`config.mk`:
```
export PLATFORM = sky130hd
export DESIGN_NAME = queue_load_balancer_dispatch_unit
export DESIGN_NICKNAME = d
export VERILOG_FILES = /design/src/hdl/qlbd_pkg.sv /design/src/hdl/qlbd_mod_unit.sv /design/src/hdl/qlbd_load_bank.sv /design/src/hdl/queue_load_balancer_dispatch_unit.sv
export SDC_FILE = /design/constraint.sdc
export NUM_CORES = 2
export LEC_CHECK = 0
export BUFFER_PORTS_ARGS = -buffer_cell sky130_fd_sc_hd__buf_2
export CAP_MARGIN = 5
export CORE_MARGIN = 5
export CORE_UTILIZATION = 26
export CTS_CLUSTER_DIAMETER = 150
export DETAILED_ROUTE_END_ITERATION = 12
export PLACE_DENSITY_LB_ADDON = 0.25
export SLEW_MARGIN = 40
export SYNTH_ARGS = -nofsm -noshare
export SYNTH_HDL_FRONTEND = slang
export SYNTH_SLANG_ARGS = --single-unit
```
`constraint.sdc`:
```
create_clock -name clk -period 9.7 [get_ports clk]
set_input_delay 0.97 -clock clk [delete_from_list [all_inputs] [get_ports clk]]
set_output_delay 0.97 -clock clk [all_outputs]
set_load 0.005 [all_outputs]
```
`src/hdl/qlbd_pkg.sv`:
```
`timescale 1ns / 1ps

package qlbd_pkg;

	localparam int QN_W       = 24;
	localparam int WORK_W     = 16;
	localparam int WORK_SHIFT = 4;
	localparam int AMT_W      = WORK_W + WORK_SHIFT;
	localparam int IDX_OUT_W  = 4;
	localparam int SRV_W      = 5;
	localparam int POL_W      = 3;
	localparam int THR_W      = 4;
	localparam int CFG_IDX_W  = 2;
	localparam int CFG_DATA_W = 24;
	localparam int LEH_W      = 64;
	localparam int HALF_W     = 32;
	localparam int SH_W       = 6;
	localparam int DIGIT_W    = 4;
	localparam int MOD_STEPS  = LEH_W / DIGIT_W;
	localparam int STEP_W     = $clog2(MOD_STEPS);

	localparam logic [LEH_W-1:0]  LEHMER_SEED   = 64'h60be_e2be_e120_fc15;
	localparam logic [HALF_W-1:0] LEHMER_MULT   = 32'he4dd_58b5;
	localparam logic [WORK_W-1:0] MARKER        = 16'hffff;
	localparam logic [SRV_W-1:0]  ACTIVE_RESET  = 5'd4;
	localparam logic [SH_W-1:0]   DRAW_SH_BASE  = 6'd32;

	localparam logic [POL_W-1:0] POL_RANDOM = 3'd1;
	localparam logic [POL_W-1:0] POL_RR     = 3'd2;
	localparam logic [POL_W-1:0] POL_JSQ    = 3'd3;
	localparam logic [POL_W-1:0] POL_JLW    = 3'd4;

	typedef enum logic [CFG_IDX_W-1:0] {
		CFG_POLICY,
		CFG_BASE,
		CFG_ACTIVE,
		CFG_THREAD
	} cfg_reg_t;

	typedef enum logic [1:0] {
		BOP_NONE,
		BOP_CLEAR,
		BOP_INC,
		BOP_DEC
	} bank_op_t;

	typedef struct packed {
		logic              command;
		logic [WORK_W-1:0] work_field;
		logic [QN_W-1:0]   return_queue_number;
	} in_item_t;

	typedef struct packed {
		logic [QN_W-1:0]      dest_queue_number;
		logic [IDX_OUT_W-1:0] chosen_index;
		logic                 status;
	} out_item_t;

endpackage

```
`src/hdl/qlbd_mod_unit.sv`:
```
`timescale 1ns / 1ps

module qlbd_mod_unit (
	input  logic                        clk,
	input  logic                        arst_n,
	input  logic                        start,
	input  logic [qlbd_pkg::LEH_W-1:0]  dividend,
	input  logic [qlbd_pkg::SRV_W-1:0]  divisor,
	output logic                        done,
	output logic [qlbd_pkg::SRV_W-1:0]  remainder
);
	import qlbd_pkg::*;

	localparam int PART_W = SRV_W + DIGIT_W;

	logic              run_q;
	logic              done_q;
	logic [STEP_W-1:0] cnt_q;
	logic [LEH_W-1:0]  sh_q;
	logic [SRV_W-1:0]  rem_q;
	logic [SRV_W-1:0]  div_q;
	logic [PART_W-1:0] part;

	// one digit per cycle: reduce {rem, digit} below the divisor
	always_comb begin
		logic [PART_W-1:0] nk;
		part = {rem_q, sh_q[LEH_W-1 -: DIGIT_W]};
		for (int k = DIGIT_W - 1; k >= 0; k--) begin
			nk = PART_W'(div_q) << k;
			if (part >= nk) begin
				part = part - nk;
			end
		end
	end

	always_ff @(posedge clk or negedge arst_n) begin
		if (!arst_n) begin
			run_q  <= 1'b0;
			done_q <= 1'b0;
			cnt_q  <= '0;
			sh_q   <= '0;
			rem_q  <= '0;
			div_q  <= '0;
		end else begin
			done_q <= 1'b0;
			if (start) begin
				run_q <= 1'b1;
				cnt_q <= '0;
				sh_q  <= dividend;
				rem_q <= '0;
				div_q <= divisor;
			end else if (run_q) begin
				rem_q <= part[SRV_W-1:0];
				sh_q  <= sh_q << DIGIT_W;
				cnt_q <= cnt_q + STEP_W'(1);
				if (cnt_q == STEP_W'(MOD_STEPS - 1)) begin
					run_q  <= 1'b0;
					done_q <= 1'b1;
				end
			end
		end
	end

	assign done      = done_q;
	assign remainder = rem_q;

endmodule

```
`src/hdl/qlbd_load_bank.sv`:
```
`timescale 1ns / 1ps

module qlbd_load_bank #(
	parameter int MAX_SERVERS   = 16,
	parameter int COUNTER_WIDTH = 32
) (
	input  logic                                clk,
	input  logic                                arst_n,
	input  qlbd_pkg::bank_op_t                  op,
	input  logic [qlbd_pkg::SRV_W-1:0]          servers,
	input  logic [$clog2(MAX_SERVERS)-1:0]      index,
	input  logic [qlbd_pkg::AMT_W-1:0]          amount,
	output logic                                done,
	output logic [$clog2(MAX_SERVERS)-1:0]      win_index
);
	import qlbd_pkg::*;

	localparam int IDX_W = $clog2(MAX_SERVERS);
	localparam int CNT_W = IDX_W + 1;

	typedef enum logic [2:0] {
		B_IDLE,
		B_SCAN,
		B_INC_WR,
		B_DEC_RD,
		B_DEC_WR
	} bstate_t;

	bstate_t                  bstate_q;
	logic [CNT_W-1:0]         cnt_q;
	logic [SRV_W-1:0]         n_q;
	logic [AMT_W-1:0]         amt_q;
	logic [COUNTER_WIDTH-1:0] best_v_q;
	logic [IDX_W-1:0]         best_i_q;
	logic                     done_q;
	logic [MAX_SERVERS-1:0]   valid_q;
	logic                     vld_s1;
	logic [IDX_W-1:0]         idx_s1;
	logic                     rd_hit_s1;
	logic [COUNTER_WIDTH-1:0] rd_data_s1;

	logic [COUNTER_WIDTH-1:0] mem [MAX_SERVERS];

	logic                     issue;
	logic                     take_new;
	logic [IDX_W-1:0]         rd_addr;
	logic [COUNTER_WIDTH-1:0] rd_val;
	logic                     wr_en;
	logic [COUNTER_WIDTH-1:0] wr_data;

	assign issue    = (bstate_q == B_SCAN) && (cnt_q != CNT_W'(n_q));
	assign rd_addr  = (bstate_q == B_SCAN) ? cnt_q[IDX_W-1:0] : best_i_q;
	assign rd_val   = rd_hit_s1 ? rd_data_s1 : '0;
	assign take_new = vld_s1 && ((idx_s1 == '0) || (rd_val < best_v_q));
	assign wr_en    = (bstate_q == B_INC_WR) || (bstate_q == B_DEC_WR);
	assign wr_data  = (bstate_q == B_INC_WR) ? best_v_q + COUNTER_WIDTH'(amt_q)
	                                         : rd_val - COUNTER_WIDTH'(amt_q);

	always_ff @(posedge clk) begin
		if (wr_en) begin
			mem[best_i_q] <= wr_data;
		end
		rd_data_s1 <= mem[rd_addr];
	end

	always_ff @(posedge clk or negedge arst_n) begin
		if (!arst_n) begin
			bstate_q  <= B_IDLE;
			cnt_q     <= '0;
			n_q       <= '0;
			amt_q     <= '0;
			best_v_q  <= '0;
			best_i_q  <= '0;
			done_q    <= 1'b0;
			valid_q   <= '0;
			vld_s1    <= 1'b0;
			idx_s1    <= '0;
			rd_hit_s1 <= 1'b0;
		end else begin
			done_q    <= 1'b0;
			vld_s1    <= issue;
			idx_s1    <= cnt_q[IDX_W-1:0];
			rd_hit_s1 <= valid_q[rd_addr];
			unique case (bstate_q)
				B_IDLE: begin
					unique case (op)
						BOP_NONE: begin
						end
						BOP_CLEAR: begin
							valid_q <= '0;
						end
						BOP_INC: begin
							cnt_q    <= '0;
							n_q      <= servers;
							amt_q    <= amount;
							bstate_q <= B_SCAN;
						end
						BOP_DEC: begin
							best_i_q <= index;
							amt_q    <= amount;
							bstate_q <= B_DEC_RD;
						end
						default: begin
						end
					endcase
				end
				B_SCAN: begin
					if (issue) begin
						cnt_q <= cnt_q + CNT_W'(1);
					end
					if (take_new) begin
						best_v_q <= rd_val;
						best_i_q <= idx_s1;
					end
					if (vld_s1 && !issue) begin
						bstate_q <= B_INC_WR;
					end
				end
				B_INC_WR: begin
					valid_q[best_i_q] <= 1'b1;
					done_q            <= 1'b1;
					bstate_q          <= B_IDLE;
				end
				B_DEC_RD: begin
					bstate_q <= B_DEC_WR;
				end
				B_DEC_WR: begin
					valid_q[best_i_q] <= 1'b1;
					done_q            <= 1'b1;
					bstate_q          <= B_IDLE;
				end
				default: begin
					bstate_q <= B_IDLE;
				end
			endcase
		end
	end

	assign done      = done_q;
	assign win_index = best_i_q;

endmodule

```
`src/hdl/queue_load_balancer_dispatch_unit.sv`:
```
// path to the strobe: decode only for a reset marker or a completion that leaves counters alone,
// a counter read and write for a counted completion, the round-robin step for round robin, a
// scan for shortest queue / least work (one counter read per cycle over n servers), the 4-bit
// digit remainder unit for fixed offset and first round robin, generator step first for random
// one item at a time: busy drops with the strobe, the next start is taken at the edge ending it
// arst_n clears registers, counters, round-robin state and reloads the random seed
`timescale 1ns / 1ps

module queue_load_balancer_dispatch_unit #(
	parameter int MAX_SERVERS   = 16,
	parameter int COUNTER_WIDTH = 32
) (
	input  logic                               clk,
	input  logic                               arst_n,
	input  logic                               cfg_wr_en,
	input  logic [qlbd_pkg::CFG_IDX_W-1:0]     cfg_addr,
	input  logic [qlbd_pkg::CFG_DATA_W-1:0]    cfg_wdata,
	input  logic                               start,
	output logic                               busy,
	input  qlbd_pkg::in_item_t                 item,
	output logic                               result_valid,
	output qlbd_pkg::out_item_t                result
);
	import qlbd_pkg::*;

	localparam int IDX_W = $clog2(MAX_SERVERS);
	localparam int CNT_W = IDX_W + 1;

	typedef enum logic [3:0] {
		ST_IDLE,
		ST_DECODE,
		ST_MUL_LO,
		ST_MUL_HI,
		ST_ADV,
		ST_DRAW,
		ST_MOD,
		ST_RR,
		ST_BANK
	} state_t;

	state_t             state_q;
	logic [POL_W-1:0]   policy_q;
	logic [QN_W-1:0]    base_q;
	logic [SRV_W-1:0]   active_q;
	logic [THR_W-1:0]   thread_q;
	logic [IDX_W-1:0]   rr_pos_q;
	logic               rr_loaded_q;
	logic               rr_load_q;
	logic [LEH_W-1:0]   lehmer_q;
	logic [LEH_W-1:0]   plo_q;
	logic [HALF_W-1:0]  phi_q;
	in_item_t           item_q;
	logic [SRV_W-1:0]   n_q;
	logic               result_valid_q;
	out_item_t          result_q;

	logic [SRV_W-1:0]   servers;
	logic               is_marker;
	logic               pol_ld;
	logic [QN_W-1:0]    eg_diff;
	logic               eg_in;
	logic [AMT_W-1:0]   amt;
	logic [CNT_W-1:0]   rr_inc;
	logic [IDX_W-1:0]   rr_nxt;
	logic [SH_W-1:0]    draw_sh;
	logic [HALF_W-1:0]  mul_a;
	logic [LEH_W-1:0]   mul_p;
	logic               mod_start;
	logic [LEH_W-1:0]   mod_dividend;
	logic               mod_done;
	logic [SRV_W-1:0]   mod_rem;
	bank_op_t           bank_op;
	logic               bank_done;
	logic [IDX_W-1:0]   bank_win;
	logic [IDX_W-1:0]   pick_idx;
	logic [QN_W-1:0]    ing_dest;

	always_comb begin
		if (active_q == '0) begin
			servers = SRV_W'(1);
		end else if (32'(active_q) > MAX_SERVERS) begin
			servers = SRV_W'(MAX_SERVERS);
		end else begin
			servers = active_q;
		end
	end

	assign is_marker = (item_q.work_field == MARKER);
	assign pol_ld    = (policy_q == POL_JSQ) || (policy_q == POL_JLW);
	assign eg_diff   = item_q.return_queue_number - base_q;
	assign eg_in     = (item_q.return_queue_number >= base_q) && (eg_diff < QN_W'(n_q));
	assign amt       = (policy_q == POL_JSQ) ? AMT_W'(1)
	                                         : {item_q.work_field, {WORK_SHIFT{1'b0}}};
	assign rr_inc    = CNT_W'(rr_pos_q) + CNT_W'(1);
	assign rr_nxt    = (rr_inc == CNT_W'(n_q)) ? '0 : rr_inc[IDX_W-1:0];
	assign draw_sh   = DRAW_SH_BASE - {1'b0, thread_q, 1'b0};

	// shared 32x32 multiplier, low half then high half of the generator state
	assign mul_a = (state_q == ST_MUL_LO) ? lehmer_q[HALF_W-1:0] : lehmer_q[LEH_W-1:HALF_W];
	assign mul_p = LEH_W'(mul_a) * LEH_W'(LEHMER_MULT);

	always_comb begin
		mod_start    = 1'b0;
		mod_dividend = LEH_W'(thread_q);
		bank_op      = BOP_NONE;
		if (state_q == ST_DECODE) begin
			if (is_marker) begin
				bank_op = BOP_CLEAR;
			end else if (item_q.command) begin
				if (eg_in && pol_ld) begin
					bank_op = BOP_DEC;
				end
			end else if (pol_ld) begin
				bank_op = BOP_INC;
			end else if ((policy_q != POL_RANDOM) && !(policy_q == POL_RR && rr_loaded_q)) begin
				mod_start = 1'b1;
			end
		end else if (state_q == ST_DRAW) begin
			mod_start    = 1'b1;
			mod_dividend = lehmer_q >> draw_sh;
		end
	end

	always_comb begin
		unique case (state_q)
			ST_MOD:  pick_idx = IDX_W'(mod_rem);
			ST_RR:   pick_idx = rr_nxt;
			ST_BANK: pick_idx = bank_win;
			default: pick_idx = '0;
		endcase
	end

	assign ing_dest = base_q + QN_W'(pick_idx);

	qlbd_mod_unit u_mod (
		.clk       (clk),
		.arst_n    (arst_n),
		.start     (mod_start),
		.dividend  (mod_dividend),
		.divisor   (n_q),
		.done      (mod_done),
		.remainder (mod_rem)
	);

	qlbd_load_bank #(
		.MAX_SERVERS   (MAX_SERVERS),
		.COUNTER_WIDTH (COUNTER_WIDTH)
	) u_bank (
		.clk       (clk),
		.arst_n    (arst_n),
		.op        (bank_op),
		.servers   (n_q),
		.index     (eg_diff[IDX_W-1:0]),
		.amount    (amt),
		.done      (bank_done),
		.win_index (bank_win)
	);

	always_ff @(posedge clk or negedge arst_n) begin
		if (!arst_n) begin
			state_q        <= ST_IDLE;
			policy_q       <= '0;
			base_q         <= '0;
			active_q       <= ACTIVE_RESET;
			thread_q       <= '0;
			rr_pos_q       <= '0;
			rr_loaded_q    <= 1'b0;
			rr_load_q      <= 1'b0;
			lehmer_q       <= LEHMER_SEED;
			plo_q          <= '0;
			phi_q          <= '0;
			item_q         <= '0;
			n_q            <= SRV_W'(1);
			result_valid_q <= 1'b0;
			result_q       <= '0;
		end else begin
			result_valid_q <= 1'b0;
			if (cfg_wr_en) begin
				unique case (cfg_reg_t'(cfg_addr))
					CFG_POLICY: policy_q <= cfg_wdata[POL_W-1:0];
					CFG_BASE:   base_q   <= cfg_wdata[QN_W-1:0];
					CFG_ACTIVE: begin
						active_q    <= cfg_wdata[SRV_W-1:0];
						rr_loaded_q <= 1'b0;
					end
					CFG_THREAD: begin
						thread_q    <= cfg_wdata[THR_W-1:0];
						rr_loaded_q <= 1'b0;
					end
					default: begin
					end
				endcase
			end
			unique case (state_q)
				ST_IDLE: begin
					if (start) begin
						item_q  <= item;
						n_q     <= servers;
						state_q <= ST_DECODE;
					end
				end
				ST_DECODE: begin
					if (is_marker) begin
						result_valid_q <= 1'b1;
						result_q       <= '{
							dest_queue_number: item_q.command ? item_q.return_queue_number
							                                  : base_q,
							chosen_index: '0,
							status: 1'b0};
						state_q        <= ST_IDLE;
					end else if (item_q.command) begin
						if (!eg_in) begin
							result_valid_q <= 1'b1;
							result_q       <= '{
								dest_queue_number: item_q.return_queue_number,
								chosen_index: '0,
								status: 1'b1};
							state_q        <= ST_IDLE;
						end else if (pol_ld) begin
							state_q <= ST_BANK;
						end else begin
							result_valid_q <= 1'b1;
							result_q       <= '{
								dest_queue_number: item_q.return_queue_number,
								chosen_index: eg_diff[IDX_OUT_W-1:0],
								status: 1'b0};
							state_q        <= ST_IDLE;
						end
					end else begin
						case (policy_q) inside
							POL_RANDOM: begin
								state_q <= ST_MUL_LO;
							end
							POL_RR: begin
								if (rr_loaded_q) begin
									state_q <= ST_RR;
								end else begin
									rr_load_q <= 1'b1;
									state_q   <= ST_MOD;
								end
							end
							POL_JSQ, POL_JLW: begin
								state_q <= ST_BANK;
							end
							default: begin
								rr_load_q <= 1'b0;
								state_q   <= ST_MOD;
							end
						endcase
					end
				end
				ST_MUL_LO: begin
					plo_q   <= mul_p;
					state_q <= ST_MUL_HI;
				end
				ST_MUL_HI: begin
					phi_q   <= mul_p[HALF_W-1:0];
					state_q <= ST_ADV;
				end
				ST_ADV: begin
					lehmer_q <= plo_q + {phi_q, {HALF_W{1'b0}}};
					state_q  <= ST_DRAW;
				end
				ST_DRAW: begin
					rr_load_q <= 1'b0;
					state_q   <= ST_MOD;
				end
				ST_MOD: begin
					if (mod_done) begin
						if (rr_load_q) begin
							rr_pos_q    <= IDX_W'(mod_rem);
							rr_loaded_q <= 1'b1;
							state_q     <= ST_RR;
						end else begin
							result_valid_q <= 1'b1;
							result_q       <= '{
								dest_queue_number: ing_dest,
								chosen_index: IDX_OUT_W'(pick_idx),
								status: 1'b0};
							state_q        <= ST_IDLE;
						end
					end
				end
				ST_RR: begin
					rr_pos_q       <= rr_nxt;
					result_valid_q <= 1'b1;
					result_q       <= '{
						dest_queue_number: ing_dest,
						chosen_index: IDX_OUT_W'(pick_idx),
						status: 1'b0};
					state_q        <= ST_IDLE;
				end
				ST_BANK: begin
					if (bank_done) begin
						result_valid_q <= 1'b1;
						result_q       <= '{
							dest_queue_number: item_q.command ? item_q.return_queue_number
							                                  : ing_dest,
							chosen_index: IDX_OUT_W'(pick_idx),
							status: 1'b0};
						state_q        <= ST_IDLE;
					end
				end
				default: begin
					state_q <= ST_IDLE;
				end
			endcase
		end
	end

	assign busy         = (state_q != ST_IDLE);
	assign result_valid = result_valid_q;
	assign result       = result_q;

	a_single_beat: assert property (@(posedge clk) disable iff (!arst_n)
		result_valid |=> !result_valid)
		else $error("result strobe held for more than one beat");

	a_accept_busy: assert property (@(posedge clk) disable iff (!arst_n)
		(start && !busy) |=> busy)
		else $error("accepted item did not raise busy");

	a_strobe_idle: assert property (@(posedge clk) disable iff (!arst_n)
		result_valid |-> !busy)
		else $error("result strobe while sequencer still busy");

	a_rr_range: assert property (@(posedge clk) disable iff (!arst_n)
		rr_loaded_q |-> (CNT_W'(rr_pos_q) < CNT_W'(servers)))
		else $error("round-robin position outside server range");

endmodule

```
Word-level counts from Yosys, hierarchy flattened
Memory sizes are Yosys's and may differ from the RTL's. A register that Yosys moved wholly into a read port is not among the register bits. Index checks and enable logic that the tools add are counted.

Register bits after elaboration: 454. Memory bits (writable): 512. Input port bits: 71. Output and inout bits: 31. Word-level logic and storage cells: 257. Memories: 1.

Memory list: u_bank.mem (words 16, width 32, read ports 1, clocked after memory_dff 1, wr ports 1, RTL line qlbd_load_bank.sv:42) `logic [COUNTER_WIDTH-1:0] mem [MAX_SERVERS];`.

Add/subtract/negate cells: 13. Multiply operators: 1. Magnitude comparators: 11. Equality and inequality tests: 46. Shifts and indexed selects: 1. Multiplexer cells: 102. Bitwise gates (word level): 1. Reductions and logical operators: 45.

Operator list (number): 64-bit 2-to-1 mux (4); 29-bit 2-to-1 mux (7); 29-bit one-hot mux with 4 select lines (1); 32-bit 2-to-1 mux (3); 4-bit 2-to-1 mux (18); 64-bit adder (1); 32-bit by 32-bit multiplier with 64-bit output, second input constant (1); 64-bit by 6-bit >> shifter with 64-bit output (1); 24-bit 2-to-1 mux (2); 1-bit 2-to-1 mux (36); 5-bit 2-to-1 mux (7); 32-bit by 20-bit adder with 32-bit output (1); 32-bit < comparator (1); 16-bit one-hot mux with 2 select lines (1); 4-bit one-hot mux with 8 select lines (1); 32-bit by 20-bit subtractor with 32-bit output (1); 9-bit 2-to-1 mux (3); 24-bit by 4-bit adder with 24-bit output (1); 24-bit greater-or-equal comparator (1); 24-bit by 5-bit < comparator with 1-bit output (1); 24-bit subtractor (1); 20-bit 2-to-1 mux (1); 2-bit != test, second input constant (10); 2-bit AND reduction (10); 56 further kinds (106).

Depth between registers and ports, before layout
Depth after elaboration: 11. Mapped depth: 37. Depth with buffers taken out: 36.

Cells and area by module
Synthesis repeated with hierarchy kept, for this count alone.

Cells, all modules: 6237. Area, all modules: 69701.8 sq um.

Modules (own cells, without submodules): queue_load_balancer_dispatch_unit (instances 1, cells each 3986, area each 37181.9 sq um, seq. area each 7099.3 sq um); qlbd_load_bank (instances 1, cells each 1748, area each 27635.3 sq um, seq. area each 18317.6 sq um); qlbd_mod_unit (instances 1, cells each 503, area each 4884.7 sq um, seq. area each 2001.9 sq um).

Worst setup path after synthesis
OpenSTA, ideal clock, no wires.

Path type: reg-to-reg. From: reg state_q[3]. To: reg plo_q[58]. Library setup time: 0.130 ns. Arrival time: 8.809 ns. Data required time: 9.570 ns. Slack: 0.760 ns. Stages on the path, launching flop included: 35. Buffers on the path: 6. Clock period less this slack: 8.940 ns. Path through: dfrtp_1 -> clkbuf_1 -> nor2_1 -> nand3_1 -> clkbuf_1 -> clkbuf_1 -> clkbuf_1 -> buf_1 -> nand2_1 -> nand2_1 -> ha_1 -> ha_1 -> inv_1 -> fa_1 -> inv_1 -> fa_1 -> fa_1 -> fa_1 -> fa_1 -> inv_1 -> fa_1 -> inv_1 -> ha_1 -> clkbuf_1 -> a21o_1 -> a21o_1 -> a2111oi_0 -> nor3_1 -> a221oi_1 -> o21ai_1 -> a2111oi_0 -> nor2_1 -> a41oi_1 -> xnor2_1 -> o21ai_1.

Word-level cells in the longest chain between the ends: 3.

RTL lines: start: declaration (RTL line queue_load_balancer_dispatch_unit.sv:41) `state_t state_q;`; start signal: assignment (RTL line queue_load_balancer_dispatch_unit.sv:161) `state_q <= ST_IDLE;`; start signal: assignment (RTL line queue_load_balancer_dispatch_unit.sv:199) `state_q <= ST_DECODE;`; start signal: assignment (RTL line queue_load_balancer_dispatch_unit.sv:210) `state_q <= ST_IDLE;`; 4-bit by 2-bit == test with 1-bit output (*) (RTL line queue_load_balancer_dispatch_unit.sv:99, queue_load_balancer_dispatch_unit.sv:194); 32-bit 2-to-1 mux (RTL line queue_load_balancer_dispatch_unit.sv:99) `assign mul_a = (state_q == ST_MUL_LO) ? lehmer_q[HALF_W-1:0] : lehmer_q[LEH_W-1:HALF_W];`; 32-bit by 32-bit multiplier with 64-bit output (RTL line queue_load_balancer_dispatch_unit.sv:100) `assign mul_p = LEH_W'(mul_a) * LEH_W'(LEHMER_MULT);`; end signal: assignment (RTL line queue_load_balancer_dispatch_unit.sv:253) `plo_q <= mul_p;`; end: declaration (RTL line queue_load_balancer_dispatch_unit.sv:50) `logic [LEH_W-1:0] plo_q;`.

Mark *: on every way between the ends. The rest lies on a longest branch, timed or not. A chain may end at the register's enable or synchronous reset.

Final worst setup path
From: reg state_q[2]. To: reg plo_q[62].

Word-level cells in the longest chain between the ends: 3.

RTL lines: 4-bit by 2-bit == test with 1-bit output (RTL line queue_load_balancer_dispatch_unit.sv:99); 32-bit 2-to-1 mux (RTL line queue_load_balancer_dispatch_unit.sv:99); named net mul_a[1] (RTL line queue_load_balancer_dispatch_unit.sv:66) `logic [HALF_W-1:0] mul_a;`; 32-bit by 32-bit multiplier with 64-bit output (RTL line queue_load_balancer_dispatch_unit.sv:100).

The timed path passes the listed nets, and every way through them passes these cells.

==> flow_summary.ini <==
[die]
initial_core_util_pct = 26.1
die_h_um = 524
die_area_um2 = 274000
rows = 188
io_pins = 102
dieWidth_um = 524
core_area_um2 = 263000

[global_routing]
overflow = 0
grt_use_total_pct = 15.1
grt_max_degree = 145
grt_pass1_vias = 49100
antenna_found_initial = 7
grt_pass1_wl_mm = 319

[timing]
max-slew-margin-rel_pct = 38.8
setup_violations = 0
rsz0062_at_grt = false
final_hold_viol_count = 0
layout_worst_path_cycle_share_pct = 94.9
finalCriticalPeriod_ns = 9.20
slew_viol_final = 0
fin_skew_ns = 0.0316
finalSetupTns_ns = 0
whs_ns = 0.115
fmax_mhz = 109
worst_slew_pin_slew_ns = 0.918

[layout]
nNetsFinal = 7425
nFillCells = 27300
fin_area_um2 = 77900
syn_to_final_growth_pct = 13.4
drive_gt1_share_pct = 12.6

[place]
place_area_um2 = 74100
hpwl_mm = 155
gp_congestion = 0.940
numPortBuffers = 101

[run]
cap_violations = 0

[clock_network]
post-cts-setup-buffers = 0
numCtsBuffers = 103
cts_resized = 0
root_buffer = clkbuf_16
clk_path_buf_depth = 3
clock_sinks = 995
holdBufCountCts = 0
clkTransAtPathRegs_ns = 0.06
insertion_delay_ns = 0.73
cts_tree = built
h-tree-depth = 3

[logic_synthesis]
synth_largest_area_cell = edfxtp_1
syn_nets = 7348
synth-seq-cells = 995
synth_edf_count = 512
netlist_top_cells_area = edfxtp_1 22%, dfrtp_1 15%, fa_1 13%
ys_async_sr_fraction_pct = 45.3
synth.top_cell.area_share_pct = 22.4
netlist_area_um2 = 68600
syn_avg_cell_area_um2 = 10.9
seq_area_frac_synth_pct = 39.8
synth_ff_type = edfxtp_1
synth.distinct_cells = 100
syn_inst = 6300
synth_warnings = 0

[status]
status = completed

[setup_path]
crit_slowest_cell = fa_1
cp_num_buf_inv = 6
critPathTopFamily = adder cells
end_kind = register
critical_path_class = reg -> reg
cp.required_ns = 10.28
cp_max_fo = 36
arrival_ns = 9.78
cp_slowest_stage_delay_ns = 0.51
crit_path_start_kind = register

[drt]
drt_wl_total_mm = 210
first_iter_violations = 3382
postRouteAntennaNets = 0
vias = 47600
drtPass1Iterations = 5
drc = 0
drt-wirelength-per-cell_um = 21.0
routed_via_density = 4.77

[min_path]
worst_hold_path_type = in -> async
## routing by layer
metal	wire, um	global-route usage, %
met2	99600	25.1
met4	4960	3.29
met5	0	0
met1	97200	21.3
met3	8250	1.71
## area by class of cell
type,instances,area (um^2),share of cell area (%)
repair buffers,230,1690,2.17
clock buffers,143,2930,3.76
flip-flops and latches,995,27300,35.1
well taps,3515,4400,5.65
clock inverters,53,796,1.02
inverters,786,2950,3.79
multi-input cells,4261,37800,48.5
diodes,3,7.51,0.00964
## cell usage after synthesis, types with 17 or more instances
cell type / number
nor2_1: 309
nand2b_1: 32
o21ai_0: 403
nand2_1: 724
dfstp_2: 34
nor4_1: 17
o211ai_1: 21
mux2_2: 102
mux2i_1: 93
mux4_2: 161
nand3_1: 77
xnor2_1: 130
a21o_1: 93
nor3_1: 55
nor2b_1: 35
o21bai_1: 26
o21a_1: 52
a211oi_1: 70
clkbuf_1: 224
and2_1: 76
dfxtp_1: 32
edfxtp_1: 512
fa_1: 438
dfrtp_1: 417
xor2_1: 78
inv_1: 786
and3_1: 30
or3_1: 27
a21oi_1: 306
nand4_1: 44
a31oi_1: 71
buf_1: 24
ha_1: 539
## worst reg2reg max path: cells and delay by family, from the launching register on
kind | cells | cell delay, ns
adder cells (fa/ha/maj) | 10 | 3.99
AO/OA/AOI/OAI | 8 | 2.03
AND/OR/NAND/NOR | 6 | 1.16
buffers and inverters | 6 | 0.75
XOR/XNOR | 3 | 0.69
flip-flops | 1 | 0.45
## registers in the layout, indices dropped and copies added (netlist names), 24 cells and up
name / flops
u_bank.mem: 512
lehmer_q: 64
plo_q: 64
u_mod.sh_q: 64
item_q: 41
phi_q: 32
u_bank.best_v_q: 32
u_bank.rd_data_s1: 32
result: 29
base_q: 24
## through the flow
stage          worst slack, ns  util [%]  cells
3_3_place_gp             0.554      28.1   9779
6_report                 0.497      29.7   9986
2_1_floorplan            0.760         -   6300
5_1_grt                 0.0369      29.7   9984
3_5_place_dp             0.439      28.2   9784
4_1_cts                  0.380      29.6   9980
## cell usage in the layout, fill, tap and decap left out, drive strengths merged, types with 16 or more instances in the layout
master,count
nand2b,32
or2,16
nand2,725
and2,78
clkbuf,143
o21ai,412
nor3,55
o21a,52
ha,539
nor2,311
nand3,77
nor2b,35
a21o,93
mux2i,93
a21oi,306
inv,790
mux2,107
dfrtp,417
fa,438
nand4,44
bufinv,18
xor2,78
a31oi,71
nor4,18
buf,230
dfxtp,32
edfxtp,512
xnor2,130
a211oi,71
and3,31
o211ai,22
o21bai,26
dfstp,34
clkinv,27
mux4,161
or3,27
## path summary, 6_finish.rpt
path,from,end,slack (ns),cells past startpoint
max,state_q[2]$_DFFE_PN0P_,plo_q[62]$_DFFE_PN0N_,0.50,33
max reg2reg,state_q[2]$_DFFE_PN0P_,plo_q[62]$_DFFE_PN0N_,0.50,33
min in group clk,plo_q[21]$_DFFE_PN0N_,lehmer_q[21]$_DFFE_PN1P_,0.47,2
min reg2reg,plo_q[21]$_DFFE_PN0N_,lehmer_q[21]$_DFFE_PN1P_,0.47,2
min,arst_n,u_bank.amt_q[7]$_DFFE_PN0P_,0.11,1
max in group asynchronous,arst_n,lehmer_q[12]$_DFFE_PN1P_,7.12,6
## cell families (layout without fill, tap and decap cells)
group	Yosys count	after routing	share of synthesized area, %
adders and majority gates	978	978	22.6
other	0	3	0
xor gates and xnor gates	208	208	2.65
DFF	995	995	39.8
and+or+nand+nor	1487	1487	9.70
buffers and inverters	1044	1212	5.75
muxes	361	361	8.42
AOI/OAI and AO/OA	1227	1227	11.0
Power is not shown: default switching activity piles up to over one toggle a cycle in this logic, so the estimate is an artifact.
